### src/rtl/mtd_ram.sv
// Generic simple dual-port RAM: one write port, one read port, registered read.
// No dependencies.
module mtd_ram #(
  parameter int WIDTH = 16,
  parameter int DEPTH = 64
) (
  input  logic                     clk,
  input  logic                     we,
  input  logic [$clog2(DEPTH)-1:0] waddr,
  input  logic [WIDTH-1:0]         wdata,
  input  logic [$clog2(DEPTH)-1:0] raddr,
  output logic [WIDTH-1:0]         rdata
);
  logic [WIDTH-1:0] mem [DEPTH];

  always_ff @(posedge clk) begin
    if (we) begin
      mem[waddr] <= wdata;
    end
    rdata <= mem[raddr];
  end
endmodule

### config.mk
export PLATFORM = sky130hd
export DESIGN_NAME = mtd_ram
export DESIGN_NICKNAME = d
export VERILOG_FILES = /design/src/rtl/mtd_ram.sv
export SDC_FILE = /design/constraint.sdc
export NUM_CORES = 1
export LEC_CHECK = 0
export BUFFER_PORTS_ARGS = -buffer_cell sky130_fd_sc_hd__buf_2
export CAP_MARGIN = 20
export CORE_AREA = 2 2 271 273
export DETAILED_ROUTE_END_ITERATION = 6
export DIE_AREA = 0 0 273 275
export HOLD_SLACK_MARGIN = 0.03
export PLACE_DENSITY = 0.82
export SLEW_MARGIN = 20
export SYNTH_ARGS = -nofsm -noshare
export SYNTH_HDL_FRONTEND = slang
export SYNTH_SLANG_ARGS = --single-unit
export TNS_END_PERCENT = 100
### constraint.sdc
create_clock -name clk -period 2.4 [get_ports clk]
set_input_delay 0.24 -clock clk [delete_from_list [all_inputs] [get_ports clk]]
set_output_delay 0.24 -clock clk [all_outputs]
set_load 0.02 [all_outputs]
==> key figures, run 1 <==
Status
  • Outcome: complete, no violations

Routing
  • Final WL: just under 100000 um
  • DR iter-0 viols: roughly 2900
  • Vias per Instance: 6.582
  • Drc violations: 0
  • DR WL/cell: 31.54 um
  • Vias after detailed routing: 20350
  • ANT nets after route: 0
  • Pre-antenna DRT Iters: 6

CTS
  • PostCTS Resize Cnt: 0
  • Clock slew seen by the registers of the worst setup and hold paths: around 60 ps
  • Setup Fix Bufs, Post-CTS: 0
  • CTS H-tree depth: 3
  • Clk sinks: around 1000
  • CTS root buf: clkbuf_16
  • TritonCTS clock tree: done
  • Max clock buf depth: 3
  • Worst skew pair latency: ~660 ps
  • CTS Buf Count: about 100
  • Hold_buf cts: 0

Final layout
  • Fraction of layout cells with a size suffix above 1: around 28%
  • Non-Filler Instances: just over 3000
  • Finished Core Util: 62.64%
  • Area grow syn2layout: 13.17%
  • # nets final: 2080

GRT
  • Initial antenna violation count: 10
  • Number of global-route vias before repair: between 20000 and 25000
  • GRT Resource Usage Total: between 20% and 30%
  • Remaining Overflow, GRT: 0
  • First-pass GRT wire length: 141500 um
  • Largest net degree at the start of global routing: 65

STA
  • Max Clock Skew: between 20 and 25 ps
  • Final period util: between 80% and 90%
  • Fmax: roughly 480 MHz
  • RSZ-0062 raised after global routing: false
  • Tmin final: roughly 2100 ps
  • Slew @ Worst Pin: 1093 ps
  • Final hold violation count: 0
  • Final hold slack: between 70 and 80 ps
  • Pins over their slew limit: 0
  • Final setup vio count: 0
  • Max-slew headroom: 26.87%

Die
  • Chip Width: between 200 and 300 um
  • IO Pins: between 40 and 50
  • Initial Utilization: a little under three fifths
  • Die height: about 280 um
  • Core area: roughly 72000 um^2
  • Die area: about 75000 um^2
  • FP Rows: ~100

Pwr
  • Power density cells: 802.1 nW/um^2
  • Max IR drop VDD: approximately 600 uV
  • P_leak: approximately 15 nW

Setup path
  • Crit path buffers/inverters: 0
  • Worst Setup End Kind: register
  • Worst Setup EP: rdata[14]$_DFF_P_
  • Critical Path RT: 2940 ps
  • Crit-path max cell delay: 480 ps
  • Critical Setup Path Class: register to register
  • Crit path max fanout: 1
  • CP max-delay cell: mux4_2
  • Worst r2r path cells: 5
  • Worst R2R End: rdata[14]$_DFF_P_
  • CP Depth: 5
  • CP Launch Type: register
  • CP startpoint: mem[23][14]$_DFFE_PP_
  • Critical R2R Launch: mem[23][14]$_DFFE_PP_
  • Reg2Reg Setup Slack: slightly above 300 ps
  • CP cell instances: mux4_2, mux2_2, nand2_1, nand4_1, and4_1
  • Crit path arrival time: between 2000 and 3000 ps
  • Crit path max-delay family: simple AND/OR/NAND/NOR gates

Min path
  • Hold Crit Class: primary input to register

Placement
  • Port Buf Inserts: 45
  • Post-placement cell count: around 2900
  • Placed wire-length estimate: 58670 um
  • Placer Congestion: ~0.86

Yosys
  • Synth async-reset ratio: 0%
  • Synth Cell Area: approximately 40000 um^2
  • Syn Inst Count: between 1500 and 2000
  • Cell variety after synth: 43
  • Flops & latches, synth: about 1000
  • Syn Area/Cell: about 22 um^2
  • Synth Flop Type: edfxtp_1
  • EDFF count, synth: just over 1000
  • Syn nets: about 1900
  • Post-synthesis sequential area ratio: between 70 and 80%
  • Synthesis Warnings: 0

Job
  • Max Cap Violations: 0
==> final cells by class <==
class	count	area [um^2]
timing repair buffer	225	1889
clock buffer	139	2679
fill	4600	27020
clock inverter	39	214.0
antenna	5	12.51
multi-input combinational	685	8252
tap	959	1200
sequential	1040	31070
==> worst register-to-register path: cells and delay by family (launching register included) <==
kind             cells  cell delay, ps
flip-flops           1             370
multiplexers         2             800
AND/OR/NAND/NOR      3             820
==> per-layer routing <==
metal	track usage (%)	share of wire [%]	vias to the layer above
met4	11.33	4.6	8
met5	0	0.055	-
met1	35.43	35	10530
met2	42.05	49	1440
li1	-	-	8117
met3	6.066	12	257
==> where the power goes <==
| group | internal, mW | leakage [nW] | switching (mW) |
|---|---|---|---|
| Sequential | 20.1 | 9.35 | 0.0760 |
| Clock | 7.77 | 1.42 | 6.36 |
| Combinational | 0.778 | 3.79 | 1.26 |
| Total | 28.7 | 14.6 | 7.69 |
==> Yosys cell counts (2+ instances only) <==
| library cell | number | area (um^2) |
|---|---|---|
| buf_1 | 3 | 11.26 |
| a311oi_1 | 8 | 70.07 |
| buf_12 | 5 | 100.1 |
| a221oi_1 | 16 | 140.1 |
| edfxtp_1 | 1024 | 30750 |
| mux2_2 | 27 | 304.0 |
| a211oi_1 | 8 | 60.06 |
| dfxtp_1 | 16 | 320.3 |
| o21ai_1 | 3 | 15.01 |
| buf_2 | 36 | 180.2 |
| a22o_1 | 6 | 52.55 |
| nor4_2 | 3 | 37.54 |
| a22oi_1 | 39 | 292.8 |
| nor2_2 | 2 | 12.51 |
| o21ai_0 | 5 | 25.02 |
| mux4_2 | 220 | 4955 |
| buf_6 | 17 | 191.4 |
| and2_1 | 2 | 12.51 |
| nand4_1 | 12 | 75.07 |
| a221o_1 | 6 | 60.06 |
| buf_4 | 13 | 97.59 |
| nor3_1 | 2 | 10.01 |
| nor2b_1 | 30 | 187.7 |
| nand3b_1 | 2 | 15.01 |
| buf_8 | 3 | 45.04 |
| a21oi_1 | 17 | 85.08 |
| mux4_1 | 4 | 105.1 |
| nand2_1 | 59 | 221.5 |
| clkbuf_1 | 24 | 90.09 |
| a41oi_1 | 5 | 43.79 |
| a31oi_1 | 8 | 50.05 |
| and4_1 | 5 | 43.79 |
| nor2_1 | 72 | 270.3 |
| a211o_1 | 8 | 70.07 |
| clkbuf_2 | 2 | 10.01 |
| nand2b_1 | 3 | 18.77 |
| mux2i_1 | 85 | 850.8 |
| nand3_1 | 24 | 120.1 |
==> cells by family after synthesis <==
group,after synthesis,synth area share (%)
simple gates,220,2.647
compound gates,129,2.409
buf+inv,104,1.831
flops,1040,77.59
mux,336,15.52
==> registers in the layout, summed over array words and instances, names as in the netlist <==
| register | count |
|---|---|
| rdata | 16 |
| mem | 1024 |
==> through the flow <==
stage	setup WS [ps]	area (um^2)	total power [mW]	TNS (ps)
2_1_floorplan	125.2	40040	21.61	0
6_report	310.6	45320	36.35	0
5_1_grt	302.4	45310	37.24	0
4_1_cts	332.5	45300	36.48	0
3_5_place_dp	-212.6	42410	22.57	-862.5
3_3_place_gp	-218.4	42410	22.49	-614.4
==> cell usage in the layout, fill, tap and decap left out, types with 12 or more instances in the layout <==
cell       instances
dfxtp_1           16
buf_4            157
mux2_2            27
nor2_1            72
clkinv_2          15
nand2_1           59
edfxtp_1        1024
a22oi_1           39
clkinv_1          18
a21oi_1           17
mux4_2           220
clkbuf_1          36
nand3_1           24
nand4_1           12
mux2i_1           85
nor2b_1           29
buf_12            23
buf_2             42
a221oi_1          16
clkbuf_16        100
==> worst min-delay path by stage <==
stage | from | depth (start not counted) | slack [ps] | end
finish | wdata[7] | 1 | 80 | mem[39][7]$_DFFE_PP_
global route | wdata[7] | 1 | 50 | mem[61][7]$_DFFE_PP_
CTS | wdata[7] | 1 | 30 | mem[32][7]$_DFFE_PP_
detailed placement | rdata[15]$_DFF_P_ | 1 | 670 | rdata[15]
global placement | rdata[15]$_DFF_P_ | 1 | 680 | rdata[15]
floorplan | wdata[0] | 0 | 340 | mem[0][0]$_DFFE_PP_
Power figures use the tool's default switching activity.
==> run 2: changes to the inputs <==
==> constraint.sdc (replaced) <==
create_clock -name clk -period 1.7 [get_ports clk]
set_input_delay 0.17 -clock clk [delete_from_list [all_inputs] [get_ports clk]]
set_output_delay 0.17 -clock clk [all_outputs]
set_load 0.02 [all_outputs]
==> run 2 against run 1 <==
  * Clock-buffer cell count decreased by 27
  * The run now ends with setup timing left
  * Critical path depth is the same
  * Global-route usage increased by 1.1 points
  * Via count grew 2.6%
  * Register-to-register slack got worse by 530 ps
  * Power grew 49%
  * Sequential cell count did not move
  * Die area unchanged
  * Largest power group unchanged
  * Non-clock buffer count increased by 88
  * Hold slack improved by 40 ps
  * Final cell count is 3.1% higher
  * Sequential share of layout area down 3.6 points
==> key figures, run 2 (same netlist as run 1, synthesis figures left out) <==
Routing
  • Pre-antenna DRT Iters: 5
  • ANT nets after route: 0
  • Vias per Instance: around 6.5
  • DR WL/cell: about 32 um
  • Vias after detailed routing: around 21000
  • Drc violations: 0
  • DR iter-0 viols: 3042
  • Final WL: 101000 um

Setup path
  • CP max-delay cell: mux4_2
  • Worst r2r path cells: 5
  • Critical Setup Path Class: register to register
  • Critical Path RT: 2260 ps
  • Crit path buffers/inverters: 0
  • CP Launch Type: register
  • Worst Setup End Kind: register
  • CP cell instances: mux4_2, mux2_4, nand2_2, nand4_1, and4_1
  • Worst R2R End: rdata[5]$_DFF_P_
  • Crit path max fanout: 1
  • Crit path max-delay family: multiplexers
  • Crit-path max cell delay: a little over 500 ps
  • Reg2Reg Setup Slack: -220 ps
  • Crit path arrival time: approximately 2500 ps
  • Critical R2R Launch: mem[15][5]$_DFFE_PP_

GRT
  • Number of global-route vias before repair: between 20000 and 25000
  • Initial antenna violation count: 7
  • GRT Resource Usage Total: 27.45%
  • Largest net degree at the start of global routing: 65
  • First-pass GRT wire length: about 150000 um
  • Remaining Overflow, GRT: 0

Final layout
  • Most frequent cells in the layout: 1024 x edfxtp_1, 220 x mux4_2, 170 x buf_4, 103 x clkbuf_16, 94 x buf_12
  • # nets final: 2169
  • Fraction of layout cells with a size suffix above 1: 36.62%
  • Area grow syn2layout: 19.53%
  • Finished Core Util: 66.17%
  • Commonest non-fill, non-tap cell in the layout: edfxtp_1
  • Number of flip-flops in the largest register: about 1000
  • Largest registers: mem x1024, rdata x16
  • Design Area, Final: 47860 um^2
  • Largest reg by FF count: mem

CTS
  • CTS root buf: clkbuf_16
  • Max clock buf depth: 3
  • Clk sinks: about 1000
  • CTS Buf Count: a little under 100
  • Worst skew pair latency: between 600 and 700 ps
  • CTS H-tree depth: 3
  • TritonCTS clock tree: done
  • Clock slew seen by the registers of the worst setup and hold paths: roughly 60 ps

Pwr
  • Max IR drop VDD: approximately 1100 uV
  • Pwr Total: roughly 54 mW
  • Power density cells: ~1100 nW/um^2
  • P_leak: between 15 and 20 nW

Die
  • FP Rows: a little under 100
  • Die height: 275 um
  • Chip Width: 273 um
  • IO Pins: 46
  • Initial Utilization: a little under three fifths
  • Die area: approximately 75000 um^2
  • Core area: around 72000 um^2

Min path
  • Hold Path Sink: rdata[8]$_DFF_P_
  • Hold wc startpoint: raddr[2]
  • Hold Crit Class: primary input to register
  • Hold Path Depth: 4

STA
  • RSZ-0062 raised after global routing: true
  • Slew @ Worst Pin: between 900 and 1000 ps
  • Max Clock Skew: approximately 33 ps
  • Final period util: 112.8%
  • Final setup vio count: 13
  • Pins over their slew limit: 0
  • Tmin final: 1917 ps
  • Setup ws final: -217.1 ps
  • Max-slew headroom: between 30% and 40%
  • Fmax: around 520 MHz
  • Final hold violation count: 0

Job
  • Max Cap Violations: 0

Status
  • Failing checks: setup timing
  • Outcome: finished with violations

Placement
  • Post-DP Area: between 40000 and 50000 um^2
  • Placed wire-length estimate: 59350 um
  • Placer Congestion: between 0.8 and 0.9
  • Dpl ws: -753.9 ps
  • Port Buf Inserts: 45
[run 2: cell count changes in the layout (fill, tap and decap cells not counted), sizes merged]
cell / previous run / this run
diode: 5 / 6
inv: 4 / 6
bufinv: 0 / 12
clkbuf: 140 / 113
clkinvlp: 0 / 5
clkinv: 35 / 50
buf: 224 / 311
dlygate4sd3: 0 / 1
[run 2: report_power, final]
part / total, mW / switching [mW] / internal, mW
sequential: 28.5 / 0.122 / 28.4
clock: 22.5 / 9.61 / 12.9
combinational: 3.29 / 1.95 / 1.34
total: 54.3 / 11.7 / 42.6
[run 2: how the worst max path moves through the flow]
| stage | start | endpoint | slack (ps) | depth (start not counted) |
|---|---|---|---|---|
| after floorplan | waddr[4] | mem[46][0]$_DFFE_PP_ | -200 | 3 |
| after global placement | raddr[0] | rdata[8]$_DFF_P_ | -760 | 7 |
| after detailed placement | raddr[0] | rdata[8]$_DFF_P_ | -750 | 7 |
| after CTS | mem[28][14]$_DFFE_PP_ | rdata[14]$_DFF_P_ | -140 | 6 |
| after global routing | mem[16][4]$_DFFE_PP_ | rdata[4]$_DFF_P_ | -250 | 7 |
| final | mem[15][5]$_DFFE_PP_ | rdata[5]$_DFF_P_ | -220 | 5 |
[run 2: worst reg2reg max path, stage by stage, from the launching register on]
cell      delay, ps
edfxtp_1        390
mux4_2          510
mux2_4          290
nand2_2          60
nand4_1         280
and4_1          300
[run 2: repair_timing]
item / in CTS / in global routing
pin swaps: 29 / 20
endpoints found under the setup margin: 16 / 16
hold buffers: 1 / 0
buffers inserted: 0 / 0
gates cloned: 0 / 0
hold endpoints to repair: 10 / 0
gates resized for setup: 43 / 22
[run 2: stage by stage]
| stage | hold slack [ps] | instances | setup TNS [ps] |
|---|---|---|---|
| after floorplan | 268.9 | 1829 | -54210 |
| after global routing | 109.8 | 3182 | -2177 |
| after detailed placement | 613.2 | 2996 | -10250 |
| after global placement | 615.6 | 2996 | -7818 |
| after CTS | 80.58 | 3182 | -1573 |
| final | 117.3 | 3188 | -1726 |
[run 2: layout make-up]
cell class	instances	area, um^2
flip-flops and latches	1040	31070
fillers	4246	24480
multi-input cells	685	8800
repair buffers	313	3452
clock buffers	112	2611
well taps	959	1200
clock inverters	73	715.7
diodes	6	15.01
[run 2: per-layer routing]
metal / vias up / GRT usage, % / part of all wire (%)
met2: 1524 / 45.87 / 50
met4: 2 / 10.45 / 3.8
met5: - / 0 / 0.011
met1: 10820 / 35.75 / 35
li1: 8304 / - / -
met3: 231 / 5.996 / 11
