### src/rtl/mtd_pkg.sv
// Shared constants, types and the tanh table for the dense-layer tanh block.
// No dependencies; every other file of the block but mtd_ram imports this package.
package mtd_pkg;

  localparam int MAX_DIM   = 64;
  localparam int ROW_W     = $clog2(MAX_DIM);
  localparam int DIM_W     = 7;
  localparam int MAT_DEPTH = MAX_DIM * MAX_DIM;
  localparam int MAT_AW    = $clog2(MAT_DEPTH);
  localparam int OP_W      = 2;
  localparam int ADDR_W    = 12;
  localparam int DATA_W    = 16;
  localparam int Y_W       = 14;
  localparam int PROD_W    = 2 * DATA_W;
  localparam int ACC_W     = PROD_W + 4 + ROW_W;
  localparam int Q28_W     = 32;
  localparam int Q12_W     = 16;
  localparam int TAB_W     = 12;
  localparam int SAT_Q28   = 1 << 30;
  localparam int ACT_COEF  = 19661;
  localparam int CFG_IDX_W = 1;

  // register indexes
  localparam logic [CFG_IDX_W-1:0] REG_STATE_DIM  = 1'd0;
  localparam logic [CFG_IDX_W-1:0] REG_ACTION_LEN = 1'd1;

  // command codes
  localparam logic [OP_W-1:0] OP_MAT    = 2'd0;
  localparam logic [OP_W-1:0] OP_STATE  = 2'd1;
  localparam logic [OP_W-1:0] OP_ACTION = 2'd2;
  localparam logic [OP_W-1:0] OP_RUN    = 2'd3;

  // pipeline slot kinds
  localparam int KIND_W = 2;
  localparam logic [KIND_W-1:0] KIND_ELEM = 2'd0;
  localparam logic [KIND_W-1:0] KIND_BIAS = 2'd1;
  localparam logic [KIND_W-1:0] KIND_NONE = 2'd2;
  localparam logic [KIND_W-1:0] KIND_ERR  = 2'd3;

  typedef struct packed {
    logic              valid;
    logic [KIND_W-1:0] kind;
    logic [ROW_W-1:0]  row;
    logic              last;
    logic              err;
  } issue_t;

  typedef struct packed {
    logic out_busy;
    logic row_done;
  } status_t;

  // tanh at 0.125 steps, unsigned Q0.12
  function automatic logic [TAB_W-1:0] tanh_tab(input logic [ROW_W-1:0] idx);
    logic [TAB_W-1:0] t;
    case (idx)
      6'd0:  t = 12'd0;
      6'd1:  t = 12'd509;
      6'd2:  t = 12'd1003;
      6'd3:  t = 12'd1468;
      6'd4:  t = 12'd1893;
      6'd5:  t = 12'd2272;
      6'd6:  t = 12'd2602;
      6'd7:  t = 12'd2885;
      6'd8:  t = 12'd3119;
      6'd9:  t = 12'd3315;
      6'd10: t = 12'd3475;
      6'd11: t = 12'd3604;
      6'd12: t = 12'd3707;
      6'd13: t = 12'd3790;
      6'd14: t = 12'd3856;
      6'd15: t = 12'd3908;
      6'd16: t = 12'd3949;
      6'd17: t = 12'd3981;
      6'd18: t = 12'd4006;
      6'd19: t = 12'd4026;
      6'd20: t = 12'd4041;
      6'd21: t = 12'd4053;
      6'd22: t = 12'd4063;
      6'd23: t = 12'd4070;
      6'd24: t = 12'd4076;
      6'd25: t = 12'd4080;
      6'd26: t = 12'd4084;
      6'd27: t = 12'd4086;
      6'd28: t = 12'd4089;
      6'd29: t = 12'd4090;
      6'd30: t = 12'd4091;
      6'd31: t = 12'd4092;
      default: t = 12'd4093;
    endcase
    return t;
  endfunction

endpackage

### src/rtl/mtd_res_if.sv
// Result channel: one next-state element per beat with valid/ready.
// Depends on mtd_pkg.
interface mtd_res_if;
  import mtd_pkg::*;

  logic                  valid;
  logic                  ready;
  logic [ROW_W-1:0]      elem_index;
  logic signed [Y_W-1:0] elem_value;
  logic                  last;
  logic                  error;

  modport source (output valid, elem_index, elem_value, last, error, input ready);
  modport sink   (input valid, elem_index, elem_value, last, error, output ready);
endinterface

### src/rtl/mtd_mac.sv
// Datapath: multiply, accumulate, saturate/round to Q4.12, tanh by table
// interpolation and the result register. Uses mtd_pkg and mtd_res_if.
module mtd_mac (
  input  logic                              clk,
  input  logic                              rst,
  input  mtd_pkg::issue_t                   issue,
  input  logic signed [mtd_pkg::DATA_W-1:0] mat_rdata,
  input  logic signed [mtd_pkg::DATA_W-1:0] st_rdata,
  input  logic signed [mtd_pkg::DATA_W-1:0] act_rdata,
  mtd_res_if.source                         res,
  output mtd_pkg::status_t                  status
);
  import mtd_pkg::*;

  localparam logic signed [ACC_W-1:0] SAT_POS = ACC_W'(SAT_Q28);
  localparam logic signed [ACC_W-1:0] SAT_NEG = -SAT_POS;
  localparam logic signed [DATA_W-1:0] COEF   = DATA_W'(ACT_COEF);

  issue_t                    tag_a, tag_b, tag_c, tag_d, tag_e;
  logic signed [PROD_W-1:0]  prod;
  logic signed [ACC_W-1:0]   acc;
  logic signed [ACC_W-1:0]   sum;
  logic signed [Q12_W-1:0]   q12;
  logic signed [Y_W-1:0]     y;

  logic                      out_valid;
  logic [ROW_W-1:0]          out_index;
  logic signed [Y_W-1:0]     out_value;
  logic                      out_last;
  logic                      out_err;

  logic signed [DATA_W-1:0]  opa, opb;
  logic signed [ACC_W-1:0]   prod_ext, term;
  logic signed [Q28_W-1:0]   clamped, rnd;
  logic                      neg;
  logic [Q12_W-1:0]          mag;
  logic [ROW_W-1:0]          idx;
  logic [8:0]                frac;
  logic [TAB_W-1:0]          base, diff;
  logic [TAB_W+9:0]          interp;
  logic [TAB_W-1:0]          y_mag;

  assign opa = (tag_a.kind == KIND_ELEM) ? mat_rdata : act_rdata;
  assign opb = (tag_a.kind == KIND_ELEM) ? st_rdata : COEF;

  assign prod_ext = ACC_W'(prod);
  always_comb begin
    case (tag_b.kind)
      KIND_ELEM: term = prod_ext <<< 4;
      KIND_BIAS: term = prod_ext;
      default:   term = '0;
    endcase
  end

  always_comb begin
    if (sum > SAT_POS) begin
      clamped = Q28_W'(SAT_POS);
    end else if (sum < SAT_NEG) begin
      clamped = Q28_W'(SAT_NEG);
    end else begin
      clamped = Q28_W'(sum);
    end
    // round half up, then drop the 16 fraction bits
    rnd = clamped + Q28_W'(32'sd32768);
  end

  always_comb begin
    neg    = q12[Q12_W-1];
    mag    = neg ? Q12_W'(-q12) : Q12_W'(q12);
    idx    = mag[14:9];
    frac   = mag[8:0];
    base   = tanh_tab(idx);
    diff   = tanh_tab(idx + ROW_W'(1)) - base;
    interp = (TAB_W + 10)'(diff) * (TAB_W + 10)'(frac) + (TAB_W + 10)'(256);
    if (idx >= ROW_W'(32)) begin
      y_mag = tanh_tab(ROW_W'(32));
    end else begin
      y_mag = base + interp[TAB_W+8:9];
    end
  end

  always_ff @(posedge clk) begin
    if (rst) begin
      tag_a.valid <= 1'b0;
      tag_b.valid <= 1'b0;
      tag_c.valid <= 1'b0;
      tag_d.valid <= 1'b0;
      tag_e.valid <= 1'b0;
      acc         <= '0;
      sum         <= '0;
    end else begin
      tag_a <= issue;
      tag_b <= tag_a;
      tag_d <= tag_c;
      tag_e <= tag_d;
      if (tag_b.valid && tag_b.kind != KIND_ELEM) begin
        tag_c <= tag_b;
      end else begin
        tag_c <= '0;
      end
      if (tag_b.valid) begin
        if (tag_b.kind == KIND_ELEM) begin
          acc <= acc + term;
        end else begin
          // closing slot of a row: hand the total on and clear
          sum <= acc + term;
          acc <= '0;
        end
      end
    end
  end

  always_ff @(posedge clk) begin
    prod <= opa * opb;
    q12  <= rnd[Q28_W-1:16];
    y    <= neg ? -Y_W'(y_mag) : Y_W'(y_mag);
  end

  always_ff @(posedge clk) begin
    if (rst) begin
      out_valid <= 1'b0;
    end else if (tag_e.valid) begin
      out_valid <= 1'b1;
    end else if (res.ready) begin
      out_valid <= 1'b0;
    end
  end

  always_ff @(posedge clk) begin
    if (tag_e.valid) begin
      out_index <= tag_e.row;
      out_value <= y;
      out_last  <= tag_e.last;
      out_err   <= tag_e.err;
    end
  end

  assign res.valid      = out_valid;
  assign res.elem_index = out_index;
  assign res.elem_value = out_value;
  assign res.last       = out_last;
  assign res.error      = out_err;

  assign status.out_busy = out_valid;
  assign status.row_done = tag_e.valid;
endmodule
### src/flat_wrapper.sv
// flat-port wrapper written by rule: the top's interface ports become plain ports
module mtd_mac_flat import mtd_pkg::*;
  (clk, rst, issue, mat_rdata, st_rdata, act_rdata, status, res_valid, res_elem_index, res_elem_value, res_last, res_error, res_ready);
  mtd_res_if res_i ();
  input  logic clk;
  input  logic rst;
  input  mtd_pkg::issue_t issue;
  input  logic signed [mtd_pkg::DATA_W-1:0] mat_rdata;
  input  logic signed [mtd_pkg::DATA_W-1:0] st_rdata;
  input  logic signed [mtd_pkg::DATA_W-1:0] act_rdata;
  output mtd_pkg::status_t status;
  output wire logic [$bits(res_i.valid)-1:0] res_valid;
  output wire logic [$bits(res_i.elem_index)-1:0] res_elem_index;
  output wire logic [$bits(res_i.elem_value)-1:0] res_elem_value;
  output wire logic [$bits(res_i.last)-1:0] res_last;
  output wire logic [$bits(res_i.error)-1:0] res_error;
  input wire logic [$bits(res_i.ready)-1:0] res_ready;
  assign res_valid = res_i.valid;
  assign res_elem_index = res_i.elem_index;
  assign res_elem_value = res_i.elem_value;
  assign res_last = res_i.last;
  assign res_error = res_i.error;
  assign res_i.ready = res_ready;
  mtd_mac u_core (.clk(clk), .rst(rst), .issue(issue), .mat_rdata(mat_rdata), .st_rdata(st_rdata), .act_rdata(act_rdata), .res(res_i), .status(status));
endmodule
### config.mk
export PLATFORM = sky130hd
export DESIGN_NAME = mtd_mac_flat
export DESIGN_NICKNAME = d
export VERILOG_FILES = /design/src/rtl/mtd_pkg.sv /design/src/rtl/mtd_res_if.sv /design/src/rtl/mtd_mac.sv /design/src/flat_wrapper.sv
export SDC_FILE = /design/constraint.sdc
export NUM_CORES = 1
export LEC_CHECK = 0
export BUFFER_PORTS_ARGS = -buffer_cell sky130_fd_sc_hd__buf_2
export CAP_MARGIN = 40
export CORE_MARGIN = 4
export CORE_UTILIZATION = 50
export CTS_BUF_LIST = sky130_fd_sc_hd__clkbuf_8
export CTS_CLUSTER_DIAMETER = 100
export DETAILED_ROUTE_END_ITERATION = 10
export GPL_TIMING_DRIVEN = 0
export PLACE_DENSITY = 0.69
export SLEW_MARGIN = 40
export SYNTH_ARGS = -nofsm -noshare
export SYNTH_HDL_FRONTEND = slang
export SYNTH_SLANG_ARGS = --single-unit
### constraint.sdc
create_clock -name clk -period 16.8 [get_ports clk]
set_input_delay 0 -clock clk [delete_from_list [all_inputs] [get_ports clk]]
set_output_delay 0 -clock clk [all_outputs]
set_load 0.05 [all_outputs]
==> flow_summary.yaml <==
setup_path:
  timing.rr.start: "u_core.q12[4]"
  r2r_slack_ns: 3.73
  endpoint_kind: "flop"
  reg2regPathDepth: 46
  crit_top_cell: "a21oi_1"
  critPathMaxFanout: 10
  criticalPathCategory: "flop to flop"
  regToRegEndpoint: "u_core.y[11]"
  worstSetupStartpointType: "flop"
  critPathMaxStageDelay_ns: 0.51
  cp.required_ns: 17.20
  cpMaxStageDelayCell: "or4_1"
  arrival_ns: 13.47
sta:
  relSlewSlack: 0.419
  rsz0062_at_grt: "false"
  fin_worst_skew_ns: 0.0198
  fin_tns_setup_ns: 0
  fin_crit_sh: 0.778
  maxSlewViolCount: 0
  setup_viol: 0
  fmax_mhz: 76.5
  finalHoldViolCount: 0
  fin_crit_ns: 13.07
  max_slew.worst_pin.slew_ns: 0.847
  fin_ws_ns: 3.73
yosys:
  synth_top_area_frac: 0.262
  synth_edf_count: 66
  synth_nets: 3518
  ys_ff_latch: 218
  yosys_warnings: 0
  synthCells: 2913
  ys_types: 80
  synth_area_leaders: "fa_1 (26%), dfxtp_1 (12%), ha_1 (10%)"
  ys.flop_type: "dfxtp_1"
  async_flop_share: 0
  syn_area_per_cell_sq_um: 8.80
  yosysTopAreaCell: "fa_1"
  seq_area_frac_synth: 0.196
  syn_area_sq_um: 25600
clock_network:
  cts_inserted_buffers: 36
  cts-root-buf: "clkbuf_8"
  postCtsHoldBufs: 14
  htreeDepth: 2
  tritoncts: "built"
  clock_latency_ns: 0.53
  clockBufferDepth: 3
  cts.clk_slew.worst_paths_ns: 0.06
  post_cts_buffers: 0
  cts.sinks: 218
  cts_resized: 0
outcome:
  status: "finished clean"
routing:
  vias: 20900
  drt_iter0_markers: 1701
  drc_errors: 0
  via_per_inst: 5.59
  ant_nets: 0
  postRouteWirelength_um: 71200
  wl_per_cell_um: 19.1
  first_pass_iters: 6
placed_design:
  dp_slack_ns: 3.99
  hpwl_um: 58000
  place.gp.congestion: 0.995
  port_buffers: 72
  postPlaceCellArea_sq_um: 26900
grt:
  grt_max_degree: 53
  antenna_found_initial: 0
  first_global_vias: 21400
  grt_pass1_wl_um: 115000
  gr-total-overflow: 0
  grtUsageTotal: 0.262
finish:
  fillers: 4727
  diodes: 0
  post-route-cell-area_sq_um: 27700
  final_cell_mix: "inv_1 (379), nand2_1 (340), fa_1 (336)"
  ff_latch_area_sq_um: 5030
  syn2layout_area_growth_pct: 8.13
  multi_input_area_sq_um: 18800
  mostFrequentLayoutCell: "inv_1"
  final_nets: 3642
  drive_gt1_frac: 0.0643
floorplan:
  io_pins: 87
  die_x_um: 234
  row_count: 82
  core_sq_um: 50500
  die_y_um: 234
  die-area_sq_um: 55000
  start_util: 0.508
hold_path:
  hold_depth: 3
  whs_endpoint: "u_core.prod[1]"
  holdCritStartpoint: "st_rdata[1]"
  hp-class: "input pin to flop"
job:
  maxCapViolCount: 0
## state kept, by name (all words and copies together), names as in the netlist
name                   count
u_core.acc                42
u_core.prod               32
u_core.q12                16
u_core.res.elem_index      6
u_core.res.elem_value     14
u_core.res.error           1
u_core.res.last            1
u_core.res.valid           1
u_core.status              1
u_core.sum                42
u_core.tag_a              11
u_core.tag_b              11
u_core.tag_c               9
u_core.tag_d               9
u_core.tag_e               8
u_core.y                  14
## synth_stat cells, types with 5 or more instances
| library cell | count |
|---|---|
| a211oi_1 | 12 |
| a21boi_0 | 5 |
| a21o_1 | 44 |
| a21oi_1 | 173 |
| a22o_1 | 7 |
| a31oi_1 | 17 |
| and2_1 | 35 |
| and3_1 | 64 |
| buf_1 | 11 |
| clkbuf_1 | 108 |
| dfxtp_1 | 152 |
| edfxtp_1 | 66 |
| fa_1 | 336 |
| ha_1 | 207 |
| inv_1 | 365 |
| mux2i_1 | 47 |
| nand2_1 | 340 |
| nand2b_1 | 38 |
| nand3_1 | 32 |
| nand4_1 | 14 |
| nor2_1 | 296 |
| nor2b_1 | 60 |
| nor3_1 | 27 |
| nor4_1 | 13 |
| o211ai_1 | 9 |
| o21a_1 | 11 |
| o21ai_0 | 94 |
| o21bai_1 | 18 |
| o221ai_1 | 6 |
| o31ai_1 | 12 |
| o41ai_1 | 5 |
| or2_2 | 30 |
| or3_1 | 12 |
| xnor2_1 | 101 |
| xnor2_2 | 6 |
| xor2_1 | 47 |
## layout make-up
class,count,area share
Timing Repair Buffer,86,0.0180
Sequential cell,218,0.181
Tap cell,672,0.0303
Multi-Input combinational cell,2204,0.679
Buffer,122,0.0168
Clock buffer,39,0.0194
Clock inverter,27,0.00474
Inverter,369,0.0501
## worst max path at each step
stage,start,end,slack [ns],cells past startpoint
global placement,u_core.q12[0],u_core.y[11],3.96,50
CTS,u_core.q12[0],u_core.y[11],3.93,47
finish,u_core.q12[4],u_core.y[11],3.73,46
detailed placement,u_core.q12[4],u_core.y[11],3.99,46
floorplan,u_core.q12[4],u_core.y[11],5.86,45
global route,u_core.q12[4],u_core.y[11],2.82,48
## per-layer routing
metal  part of all wire  vias to the layer above  track usage
li1                   -                     9753            -
met1               0.44                    10200        0.359
met2               0.47                      749        0.445
met3              0.059                      147       0.0292
met4              0.031                        0       0.0705
met5                  0                        -            0
## critical path: cells and delay by family (launching register included)
kind | cells | cell delay, ns
and+or+nand+nor | 7 | 1.88
adders and majority gates | 10 | 3.94
buffers and inverters | 6 | 1.18
AOI/OAI and AO/OA | 18 | 4.04
DFF | 1 | 0.33
xor gates and xnor gates | 5 | 1.58
## per-stage QoR
| step | hold slack [ns] | util | instances |
|---|---|---|---|
| 5_1_grt | 0.0420 | 0.549 | 3737 |
| 6_report | 0.0664 | 0.549 | 3737 |
| 4_1_cts | 0.0201 | 0.549 | 3737 |
| 3_3_place_gp | 0.179 | 0.532 | 3657 |
| 3_5_place_dp | 0.179 | 0.533 | 3657 |
| 2_1_floorplan | 0.0989 | - | 2913 |
## kinds of logic after synthesis
group | Yosys count | synth area share
buf+inv | 491 | 0.0722
fa+ha+maj | 543 | 0.363
compound gates | 466 | 0.114
mux | 50 | 0.0197
xor+xnor | 156 | 0.0559
flops | 218 | 0.196
simple gates | 989 | 0.179
Power is not shown: default switching activity piles up to over one toggle a cycle in this logic, so the estimate is an artifact.
