--- config.mk ---
export PLATFORM = sky130hd
export DESIGN_NAME = mtd_seq_flat
export DESIGN_NICKNAME = d
export VERILOG_FILES = /design/src/rtl/mtd_pkg.sv /design/src/rtl/mtd_cmd_if.sv /design/src/rtl/mtd_seq.sv /design/src/flat_wrapper.sv
export SDC_FILE = /design/constraint.sdc
export NUM_CORES = 1
export LEC_CHECK = 0
export ABC_CLOCK_PERIOD_IN_PS = 2650
export BUFFER_PORTS_ARGS = -buffer_cell sky130_fd_sc_hd__buf_2
export CORE_ASPECT_RATIO = 0.6
export CORE_MARGIN = 2
export CORE_UTILIZATION = 39
export CTS_CLUSTER_DIAMETER = 30
export DETAILED_ROUTE_END_ITERATION = 8
export GPL_ROUTABILITY_DRIVEN = 0
export HOLD_SLACK_MARGIN = 0.06
export PLACE_DENSITY = 0.62
export SLEW_MARGIN = 25
export SYNTH_ARGS = -nofsm -noshare
export SYNTH_HDL_FRONTEND = slang
export SYNTH_SLANG_ARGS = --single-unit
--- constraint.sdc ---
create_clock -name clk -period 2.65 [get_ports clk]
set_clock_uncertainty 0.05 [all_clocks]
set_input_delay 0.3975 -clock clk [delete_from_list [all_inputs] [get_ports clk]]
set_output_delay 0.3975 -clock clk [all_outputs]
set_load 0.03 [all_outputs]
--- src/rtl/mtd_pkg.sv ---
// Shared constants, types and the tanh table for the dense-layer tanh block.
// No dependencies; every other file of the block but mtd_ram imports this package.
package mtd_pkg;

  localparam int MAX_DIM   = 64;
  localparam int ROW_W     = $clog2(MAX_DIM);
  localparam int DIM_W     = 7;
  localparam int MAT_DEPTH = MAX_DIM * MAX_DIM;
  localparam int MAT_AW    = $clog2(MAT_DEPTH);
  localparam int OP_W      = 2;
  localparam int ADDR_W    = 12;
  localparam int DATA_W    = 16;
  localparam int Y_W       = 14;
  localparam int PROD_W    = 2 * DATA_W;
  localparam int ACC_W     = PROD_W + 4 + ROW_W;
  localparam int Q28_W     = 32;
  localparam int Q12_W     = 16;
  localparam int TAB_W     = 12;
  localparam int SAT_Q28   = 1 << 30;
  localparam int ACT_COEF  = 19661;
  localparam int CFG_IDX_W = 1;

  // register indexes
  localparam logic [CFG_IDX_W-1:0] REG_STATE_DIM  = 1'd0;
  localparam logic [CFG_IDX_W-1:0] REG_ACTION_LEN = 1'd1;

  // command codes
  localparam logic [OP_W-1:0] OP_MAT    = 2'd0;
  localparam logic [OP_W-1:0] OP_STATE  = 2'd1;
  localparam logic [OP_W-1:0] OP_ACTION = 2'd2;
  localparam logic [OP_W-1:0] OP_RUN    = 2'd3;

  // pipeline slot kinds
  localparam int KIND_W = 2;
  localparam logic [KIND_W-1:0] KIND_ELEM = 2'd0;
  localparam logic [KIND_W-1:0] KIND_BIAS = 2'd1;
  localparam logic [KIND_W-1:0] KIND_NONE = 2'd2;
  localparam logic [KIND_W-1:0] KIND_ERR  = 2'd3;

  typedef struct packed {
    logic              valid;
    logic [KIND_W-1:0] kind;
    logic [ROW_W-1:0]  row;
    logic              last;
    logic              err;
  } issue_t;

  typedef struct packed {
    logic out_busy;
    logic row_done;
  } status_t;

  // tanh at 0.125 steps, unsigned Q0.12
  function automatic logic [TAB_W-1:0] tanh_tab(input logic [ROW_W-1:0] idx);
    logic [TAB_W-1:0] t;
    case (idx)
      6'd0:  t = 12'd0;
      6'd1:  t = 12'd509;
      6'd2:  t = 12'd1003;
      6'd3:  t = 12'd1468;
      6'd4:  t = 12'd1893;
      6'd5:  t = 12'd2272;
      6'd6:  t = 12'd2602;
      6'd7:  t = 12'd2885;
      6'd8:  t = 12'd3119;
      6'd9:  t = 12'd3315;
      6'd10: t = 12'd3475;
      6'd11: t = 12'd3604;
      6'd12: t = 12'd3707;
      6'd13: t = 12'd3790;
      6'd14: t = 12'd3856;
      6'd15: t = 12'd3908;
      6'd16: t = 12'd3949;
      6'd17: t = 12'd3981;
      6'd18: t = 12'd4006;
      6'd19: t = 12'd4026;
      6'd20: t = 12'd4041;
      6'd21: t = 12'd4053;
      6'd22: t = 12'd4063;
      6'd23: t = 12'd4070;
      6'd24: t = 12'd4076;
      6'd25: t = 12'd4080;
      6'd26: t = 12'd4084;
      6'd27: t = 12'd4086;
      6'd28: t = 12'd4089;
      6'd29: t = 12'd4090;
      6'd30: t = 12'd4091;
      6'd31: t = 12'd4092;
      default: t = 12'd4093;
    endcase
    return t;
  endfunction

endpackage

--- src/rtl/mtd_cmd_if.sv ---
// Command channel: op, address and value with valid/ready.
// Depends on mtd_pkg.
interface mtd_cmd_if;
  import mtd_pkg::*;

  logic                     valid;
  logic                     ready;
  logic [OP_W-1:0]          op;
  logic [ADDR_W-1:0]        address;
  logic signed [DATA_W-1:0] value;

  modport source (output valid, op, address, value, input ready);
  modport sink   (input valid, op, address, value, output ready);
endinterface

--- src/rtl/mtd_seq.sv ---
// Sequencer: configuration registers, command intake, store writes and the
// row/column walk that issues one memory read slot per cycle within a row. Uses mtd_pkg.
module mtd_seq (
  input  logic                          clk,
  input  logic                          rst,
  input  logic                          cfg_we,
  input  logic [mtd_pkg::CFG_IDX_W-1:0] cfg_index,
  input  logic [mtd_pkg::DIM_W-1:0]     cfg_wdata,
  mtd_cmd_if.sink                       cmd,
  output logic                          mat_we,
  output logic [mtd_pkg::MAT_AW-1:0]    mat_waddr,
  output logic [mtd_pkg::MAT_AW-1:0]    mat_raddr,
  output logic                          st_we,
  output logic                          act_we,
  output logic [mtd_pkg::ROW_W-1:0]     vec_waddr,
  output logic [mtd_pkg::ROW_W-1:0]     st_raddr,
  output logic [mtd_pkg::ROW_W-1:0]     act_raddr,
  output mtd_pkg::issue_t               issue,
  input  mtd_pkg::status_t              status
);
  import mtd_pkg::*;

  localparam logic [1:0] S_IDLE  = 2'd0;
  localparam logic [1:0] S_HOLD  = 2'd1;
  localparam logic [1:0] S_ISSUE = 2'd2;
  localparam logic [1:0] S_WAIT  = 2'd3;

  logic [1:0]       state;
  logic [DIM_W-1:0] state_dim;
  logic [DIM_W-1:0] action_len;
  logic [DIM_W-1:0] dim;
  logic [DIM_W-1:0] alen;
  logic [ROW_W-1:0] row;
  logic [DIM_W-1:0] col;
  logic [MAT_AW-1:0] flat;
  logic             err_run;

  logic accept;
  logic vec_in_range;
  logic mat_in_range;
  logic dim_bad;
  logic row_last;
  logic col_active;

  assign cmd.ready    = (state == S_IDLE);
  assign accept       = cmd.valid && cmd.ready;
  assign vec_in_range = (cmd.address < ADDR_W'(MAX_DIM));
  assign mat_in_range = ((ADDR_W + 1)'(cmd.address) < (ADDR_W + 1)'(MAT_DEPTH));
  assign dim_bad      = (state_dim == '0) || (state_dim > DIM_W'(MAX_DIM));
  assign row_last     = (DIM_W'(row) == dim - DIM_W'(1));
  assign col_active   = (col < dim);

  assign mat_we    = accept && (cmd.op == OP_MAT) && mat_in_range;
  assign st_we     = accept && (cmd.op == OP_STATE) && vec_in_range;
  assign act_we    = accept && (cmd.op == OP_ACTION) && vec_in_range;
  assign mat_waddr = cmd.address[MAT_AW-1:0];
  assign vec_waddr = cmd.address[ROW_W-1:0];
  assign mat_raddr = flat;
  assign st_raddr  = col[ROW_W-1:0];
  assign act_raddr = row;

  always_comb begin
    issue = '0;
    if (state == S_HOLD && !status.out_busy && err_run) begin
      issue.valid = 1'b1;
      issue.kind  = KIND_ERR;
      issue.last  = 1'b1;
      issue.err   = 1'b1;
    end else if (state == S_ISSUE) begin
      issue.valid = 1'b1;
      issue.row   = row;
      if (col_active) begin
        issue.kind = KIND_ELEM;
      end else begin
        issue.kind = (DIM_W'(row) < alen) ? KIND_BIAS : KIND_NONE;
        issue.last = row_last;
      end
    end
  end

  always_ff @(posedge clk) begin
    if (rst) begin
      state_dim  <= '0;
      action_len <= '0;
    end else if (cfg_we) begin
      unique case (cfg_index)
        REG_STATE_DIM:  state_dim  <= cfg_wdata;
        REG_ACTION_LEN: action_len <= cfg_wdata;
      endcase
    end
  end

  always_ff @(posedge clk) begin
    if (rst) begin
      state   <= S_IDLE;
      err_run <= 1'b0;
      dim     <= '0;
      alen    <= '0;
      row     <= '0;
      col     <= '0;
      flat    <= '0;
    end else begin
      unique case (state)
        S_IDLE: begin
          if (accept && cmd.op == OP_RUN) begin
            dim     <= state_dim;
            alen    <= action_len;
            err_run <= dim_bad;
            row     <= '0;
            col     <= '0;
            flat    <= '0;
            state   <= S_HOLD;
          end
        end
        S_HOLD: begin
          // start a row only once the previous result has left
          if (!status.out_busy) begin
            state <= err_run ? S_WAIT : S_ISSUE;
          end
        end
        S_ISSUE: begin
          if (col_active) begin
            col  <= col + DIM_W'(1);
            flat <= flat + MAT_AW'(1);
          end else begin
            col   <= '0;
            state <= S_WAIT;
          end
        end
        S_WAIT: begin
          if (status.row_done) begin
            if (err_run || row_last) begin
              state <= S_IDLE;
            end else begin
              row   <= row + ROW_W'(1);
              state <= S_HOLD;
            end
          end
        end
        default: state <= S_IDLE;
      endcase
    end
  end
endmodule

--- src/flat_wrapper.sv ---
// flat-port wrapper written by rule: the top's interface ports become plain ports
module mtd_seq_flat import mtd_pkg::*;
  (clk, rst, cfg_we, cfg_index, cfg_wdata, mat_we, mat_waddr, mat_raddr, st_we, act_we, vec_waddr, st_raddr, act_raddr, issue, status, cmd_valid, cmd_op, cmd_address, cmd_value, cmd_ready);
  mtd_cmd_if cmd_i ();
  input  logic clk;
  input  logic rst;
  input  logic cfg_we;
  input  logic [mtd_pkg::CFG_IDX_W-1:0] cfg_index;
  input  logic [mtd_pkg::DIM_W-1:0] cfg_wdata;
  output logic mat_we;
  output logic [mtd_pkg::MAT_AW-1:0] mat_waddr;
  output logic [mtd_pkg::MAT_AW-1:0] mat_raddr;
  output logic st_we;
  output logic act_we;
  output logic [mtd_pkg::ROW_W-1:0] vec_waddr;
  output logic [mtd_pkg::ROW_W-1:0] st_raddr;
  output logic [mtd_pkg::ROW_W-1:0] act_raddr;
  output mtd_pkg::issue_t issue;
  input  mtd_pkg::status_t status;
  input wire logic [$bits(cmd_i.valid)-1:0] cmd_valid;
  input wire logic [$bits(cmd_i.op)-1:0] cmd_op;
  input wire logic [$bits(cmd_i.address)-1:0] cmd_address;
  input wire logic [$bits(cmd_i.value)-1:0] cmd_value;
  output wire logic [$bits(cmd_i.ready)-1:0] cmd_ready;
  assign cmd_i.valid = cmd_valid;
  assign cmd_i.op = cmd_op;
  assign cmd_i.address = cmd_address;
  assign cmd_i.value = cmd_value;
  assign cmd_ready = cmd_i.ready;
  mtd_seq u_core (.clk(clk), .rst(rst), .cfg_we(cfg_we), .cfg_index(cfg_index), .cfg_wdata(cfg_wdata), .cmd(cmd_i), .mat_we(mat_we), .mat_waddr(mat_waddr), .mat_raddr(mat_raddr), .st_we(st_we), .act_we(act_we), .vec_waddr(vec_waddr), .st_raddr(st_raddr), .act_raddr(act_raddr), .issue(issue), .status(status));
endmodule
==> metrics, run 1 <==
Synth Instances=394; asr flop ratio synth=0; initial antenna violation count=0; max-slew violation count=0; most frequent cell after synthesis=dfxtp_1; CTS tree=built; layout overhead on the synthesized area=17.95%; share of cells above drive strength 1=0.2634; final hold violations=0; Syn Area/Cell=8.101 um2; Setup WS post-layout=0.07572 ns; vias per cell=5.115; status=finished, final reports clean; Worst-Skew Late Latency=0.30 ns; DRC=0; 1st-iter DRT viols=192; number of buffers created by CTS=5; Slew headroom=0.4872; clock sink total=56; area of the die=8948 um2; RSZ-0062 raised after global routing=true; critical path, cell by cell=inv_1 -> ha_1 -> a21o_1 -> a21oi_2 -> nor2b_2 -> o21ai_2 -> buf_4 -> a31o_2 -> buf_4; CP most frequent cell=buf_4; setup violators final=0; Post-DP Area=3522 um2; clk slew on worst S/H paths=0.07 ns; Static Leak=1.587 nW; worst hold slack=0.3009 ns; Ant. Diodes=0; core box area=7914 um2; Reg area=1130 um2; Post-layout nets=510; IO Count=101; fillers=780; fmax=388.5 MHz; library cells used by synthesis=45; EDFF count, synth=0; first-pass GRT wire length=12,760 um; Design Area, Final=3765 um2; slowest CP cell=dfxtp_2; Pwr Density=595.1 nW/um2; minimum clock period=2.574 ns; GRT Util Overall=0.1846; Synth top cells by count=dfxtp_1 (56), nand2_1 (54), nor2_1 (36); max_cap viols=0; critical path data arrival time=2.13 ns; worst hold path type=in -> reg; Required @ worst endpoint=2.20 ns; multi-input logic area=1795 um2; port buffer count=66; H-tree depth=2; Max Root-Sink Buffers=2; initial core utilization=0.4033; GRT Residual Overflow=0; drt first pass iters=4; Crit path max-delay family=compound AO/OA/AOI/OAI gates; largest net degree at the start of global routing=38; Root Buffer=clkbuf_16; Crit Path Category=reg -> out; cell taking the most area after synthesis=dfxtp_1; Synthesis Warnings=0; vias in the first global route=2,511; number of synthesized register bits=56; Routed Wire Length=7921 um; share of the synthesized area in the top cell type=0.3512; post-synthesis sequential area ratio=0.3512; crit share post-route=0.9714; worst path buffer plus inverter count=3; post-place setup slack=0.1481 ns; Main synth FF type=dfxtp_1; Power Total=2.240 mW; Rows=25; slowest stage delay, CP=0.34 ns; Post-DP HPWL=6082 um; Avg WL per Cell=14.25 um; Synth Net Count=457; Setup crit end kind=output port; die width=120.8 um; DRT antenna net count=0; Slew @ Worst Pin=0.7676 ns; Syn Std Cell Area=3192 um2; CP Launch Type=flip-flop; cells taking the most area after synthesis=dfxtp_1 (35%), ha_1 (7.4%), nand2_1 (6.4%); via count=2,844; Die Height=74.08 um; Worst Path Max Fanout=8; VDD IR-drop max=304.0 uV
==> timing repair <==
action                                  in CTS  in global routing
hold buffers                                 0                  0
pin swaps                                    1                  3
gates resized for setup                      3                 25
setup buffers                                2                  1
endpoints found under the setup margin       2                 15
==> final timing paths <==
kind                  startpoint                   to  slack, ns  cells after the start
setup reg to reg   u_core.dim[0]  u_core.act_raddr[5]       0.12                     11
hold / removal      cfg_wdata[3]  u_core.state_dim[3]       0.30                      3
hold reg to reg   u_core.alen[3]       u_core.alen[3]       0.40                      2
setup / recovery   u_core.dim[4]             issue[9]       0.08                      9
==> through the flow <==
step | TNS (ns) | instances | util
final | 0 | 556 | 0.4757
after global routing | -0.1189 | 556 | 0.4757
after CTS | 0 | 555 | 0.4659
after detailed placement | 0 | 545 | 0.4451
after global placement | 0 | 545 | 0.4451
after floorplan | 0 | 394 | -
==> layout by cell type, fill, tap and decap left out, types with 2 or more instances in the layout <==
cell type	instances
buf_2	63
nand2_1	54
dfxtp_1	49
nor2_1	36
a21oi_1	32
inv_1	21
buf_4	19
xnor2_1	18
nand3_1	17
ha_1	17
mux2i_1	12
and3_1	9
nand4_1	8
dfxtp_2	7
nor3_1	6
clkbuf_16	5
o21ai_0	4
a31o_2	4
o211ai_1	4
xor2_1	4
a2111oi_0	4
a211oi_1	4
or4_1	4
a21o_1	3
o21ai_1	3
nand3b_1	2
nand2b_1	2
nor2b_1	2
a211oi_2	2
o21ai_2	2
nor4_1	2
o21a_1	2
a31oi_1	2
and2_1	2
or3_1	2
==> flip-flops by register name (all words and copies together), names as in the netlist <==
name	cells
u_core.dim	7
u_core.state_dim	7
u_core.state	2
u_core.mat_raddr	12
u_core.err_run	1
u_core.alen	7
u_core.act_raddr	6
u_core.col	7
u_core.action_len	7
==> cells by family after synthesis <==
kind of cell    share of synthesized area
mux                               0.04116
compound gates                     0.1439
fa+ha+maj                         0.07448
xor+xnor                          0.06037
flops                              0.3512
buf+inv                            0.1023
simple gates                       0.2266
==> final cells by class <==
cell class                 instances  area share
clock inverter                     3    0.005650
tap                              108     0.03589
inverter                          23     0.02360
timing repair buffer              83      0.1246
clock buffer                       5     0.03323
multi-input combinational        278      0.4769
sequential                        56      0.3001
==> report_power, final <==
part           leakage [nW]  switching [mW]  internal, mW
Clock                0.0702           0.320         0.353
Sequential            0.457          0.0407         0.881
Combinational          1.06           0.407         0.239
Total                  1.59           0.768          1.47
==> worst register-to-register path: cells and delay by family (launching register included) <==
kind            cells  cell delay (ns)
simple gates        3             0.78
compound gates      3             0.60
buf+inv             3             0.39
flops               1             0.33
mux                 1             0.19
fa+ha+maj           1             0.14
==> per-layer routing <==
| metal | vias to the layer above | GRT usage | wire [um] |
|---|---|---|---|
| li1 | 1446 | - | - |
| met1 | 1311 | 0.2879 | 4393 |
| met2 | 78 | 0.2473 | 2902 |
| met3 | 9 | 0.04448 | 530 |
| met4 | 0 | 0.05168 | 94 |
| met5 | - | 0 | 0 |
(Power assumes the default switching activity.)
==> inputs of run 2 (changes only) <==
--- a/config.mk
+++ b/config.mk
@@ -9,12 +9,12 @@
 export BUFFER_PORTS_ARGS = -buffer_cell sky130_fd_sc_hd__buf_2
 export CORE_ASPECT_RATIO = 0.6
 export CORE_MARGIN = 2
-export CORE_UTILIZATION = 39
+export CORE_UTILIZATION = 40
 export CTS_CLUSTER_DIAMETER = 30
 export DETAILED_ROUTE_END_ITERATION = 8
 export GPL_ROUTABILITY_DRIVEN = 0
 export HOLD_SLACK_MARGIN = 0.06
-export PLACE_DENSITY = 0.62
+export PLACE_DENSITY = 0.63
 export SLEW_MARGIN = 25
 export SYNTH_ARGS = -nofsm -noshare
 export SYNTH_HDL_FRONTEND = slang
==> run 2 against run 1 <==
  * Core utilization is 0.49 points higher
  * Die area is 2.4% lower
  * Global-route usage is 0.15 points higher
  * Sequential cell count stayed put
  * Highest routed layer unchanged
  * Clock-buffer cell count is 1 higher
  * Register-to-register slack worse by 0.04 ns
  * Hold slack better by 0.0027 ns
==> metrics, run 2 (synthesis results as in run 1) <==
status=finished, final reports clean (unchanged); Routed Wire Length=7982 um (was 7921 um); clk slew on worst S/H paths=0.07 ns (about the same); port buffer count=66 (unchanged); Rows=25 (unchanged); CTS tree=built (unchanged); crit share post-route=0.9695 (was 0.9714); die width=119.3 um (was 120.8 um); max-slew violation count=0 (unchanged); critical path data arrival time=2.77 ns (was 2.13 ns); Max Root-Sink Buffers=2 (unchanged); CP Launch Type=flip-flop (unchanged); GRT Util Overall=0.1860 (was 0.1846); WL met2=3073 um (was 2902 um); Post-DP HPWL=6084 um (was 6082 um); layout overhead on the synthesized area=17.76% (was 17.95%); IO Count=101 (unchanged); initial antenna violation count=0 (unchanged); min-delay src=cfg_wdata[3] (unchanged); setup TNS=0 ns (unchanged); Power Total=2.235 mW (was 2.240 mW); most frequent cells in the layout=buf_2 (63), nand2_1 (54), dfxtp_1 (50) (was buf_2 (63), nand2_1 (54), dfxtp_1 (49)); Pwr Density=594.7 nW/um2 (was 595.1 nW/um2); Reg-to-Reg End=u_core.act_raddr[5] (unchanged); largest net degree at the start of global routing=38 (unchanged); DRT antenna net count=0 (unchanged); Avg WL per Cell=14.33 um (was 14.25 um); vias per cell=5.066 (was 5.115); H-tree depth=2 (unchanged); final hold violations=0 (unchanged); Core Util, Final=0.4806 (was 0.4757); Ant. Diodes=0 (unchanged); Hold Path Depth=3 (unchanged); Critical Path Start=u_core.dim[1] (was u_core.dim[4]); 1st-iter DRT viols=175 (was 192); Die Height=73.20 um (was 74.08 um); number of buffers created by CTS=5 (unchanged); Root Buffer=clkbuf_16 (unchanged); GRT Residual Overflow=0 (unchanged); minimum clock period=2.569 ns (was 2.574 ns); Slew @ Worst Pin=0.7548 ns (was 0.7676 ns); share of cells above drive strength 1=0.2561 (was 0.2634); metal1 wirelength=4267 um (was 4393 um); Setup crit end kind=flip-flop (was output port); Worst R2R Path Depth=11 (unchanged); setup violators final=0 (unchanged); vias in the first global route=2,557 (was 2,511); Largest register FFs=12 (unchanged); clock sink total=56 (unchanged); Slew headroom=0.4957 (was 0.4872); DRC=0 (unchanged); VDD IR-drop max=211.0 uV (was 304.0 uV); Worst Path Max Fanout=10 (was 8); most common cell after layout, fill and taps aside=buf_2 (unchanged); core box area=7820 um2 (was 7914 um2); Static Leak=1.587 nW (about the same); Crit Path Category=reg -> reg (was reg -> out); RR Startpoint=u_core.dim[1] (was u_core.dim[0]); Design Area, Final=3759 um2 (was 3765 um2); drt first pass iters=4 (unchanged); Hold Path End=u_core.action_len[3] (was u_core.state_dim[3]); first-pass GRT wire length=12,640 um (was 12,760 um); RSZ-0062 raised after global routing=true (unchanged); area of the die=8734 um2 (was 8948 um2); Required @ worst endpoint=2.85 ns (was 2.20 ns); met3 routed WL=560 um (was 530 um); via count=2,822 (was 2,844); initial core utilization=0.4082 (was 0.4033); fmax=389.2 MHz (was 388.5 MHz); worst hold path type=in -> reg (unchanged); R2R Setup Slk=0.08 ns (was 0.12 ns); max_cap viols=0 (unchanged); Worst-Skew Late Latency=0.30 ns (about the same); Post-DP Area=3515 um2 (was 3522 um2); DR top layer=met4 (unchanged); Post-layout nets=511 (was 510)
[run 2: layer usage]
metal | global-route usage | up-vias
met5 | 0 | -
met3 | 0.04141 | 7
met2 | 0.2567 | 82
met4 | 0.05621 | 0
met1 | 0.2844 | 1285
li1 | - | 1448
[run 2: timing repair]
item | 4_1_cts | 5_1_grt
setup buffers | 2 | 3
endpoints found under the setup margin | 2 | 13
pin swaps | 1 | 3
hold buffers | 0 | 0
gates resized for setup | 4 | 18
[run 2: worst max-delay path by stage]
| stage | end | depth (start not counted) |
|---|---|---|
| detailed placement | u_core.act_raddr[1] | 9 |
| global route | u_core.act_raddr[3] | 11 |
| finish | u_core.act_raddr[5] | 11 |
| global placement | issue[1] | 8 |
| CTS | issue[1] | 8 |
| floorplan | issue[1] | 7 |
[run 2: layout make-up]
type,count,area (um2)
Tap cell,108,135.1
Clock buffer,6,128.9
Multi-Input combinational cell,278,1789
Clock inverter,2,13.76
Inverter,23,86.33
Sequential cell,56,1129
Fill cell,804,4061
Timing Repair Buffer,84,476.7
[run 2: power breakdown]
part	switching, mW	internal [mW]	leakage [nW]
sequential	0.0396	0.881	0.457
clock	0.314	0.353	0.0712
combinational	0.408	0.239	1.06
total	0.761	1.47	1.59
[run 2: per-stage QoR]
stage          setup slack (ns)  std cells  hold slack [ns]
2_1_floorplan           0.07759        394           0.3821
3_3_place_gp             0.1844        544           0.3950
3_5_place_dp             0.1320        544           0.3984
4_1_cts                 0.01317        554           0.3036
5_1_grt                -0.04853        557           0.3105
6_report                0.08076        557           0.3035
[run 2: critical path, stage by stage (launching register included)]
cell      delay [ns]
dfxtp_2         0.33
inv_2           0.09
ha_4            0.14
nor3b_4         0.21
buf_4           0.15
mux2i_1         0.19
o211ai_1        0.14
buf_4           0.17
a311oi_2        0.34
o21ai_4         0.16
or4_1           0.48
nand2_1         0.07
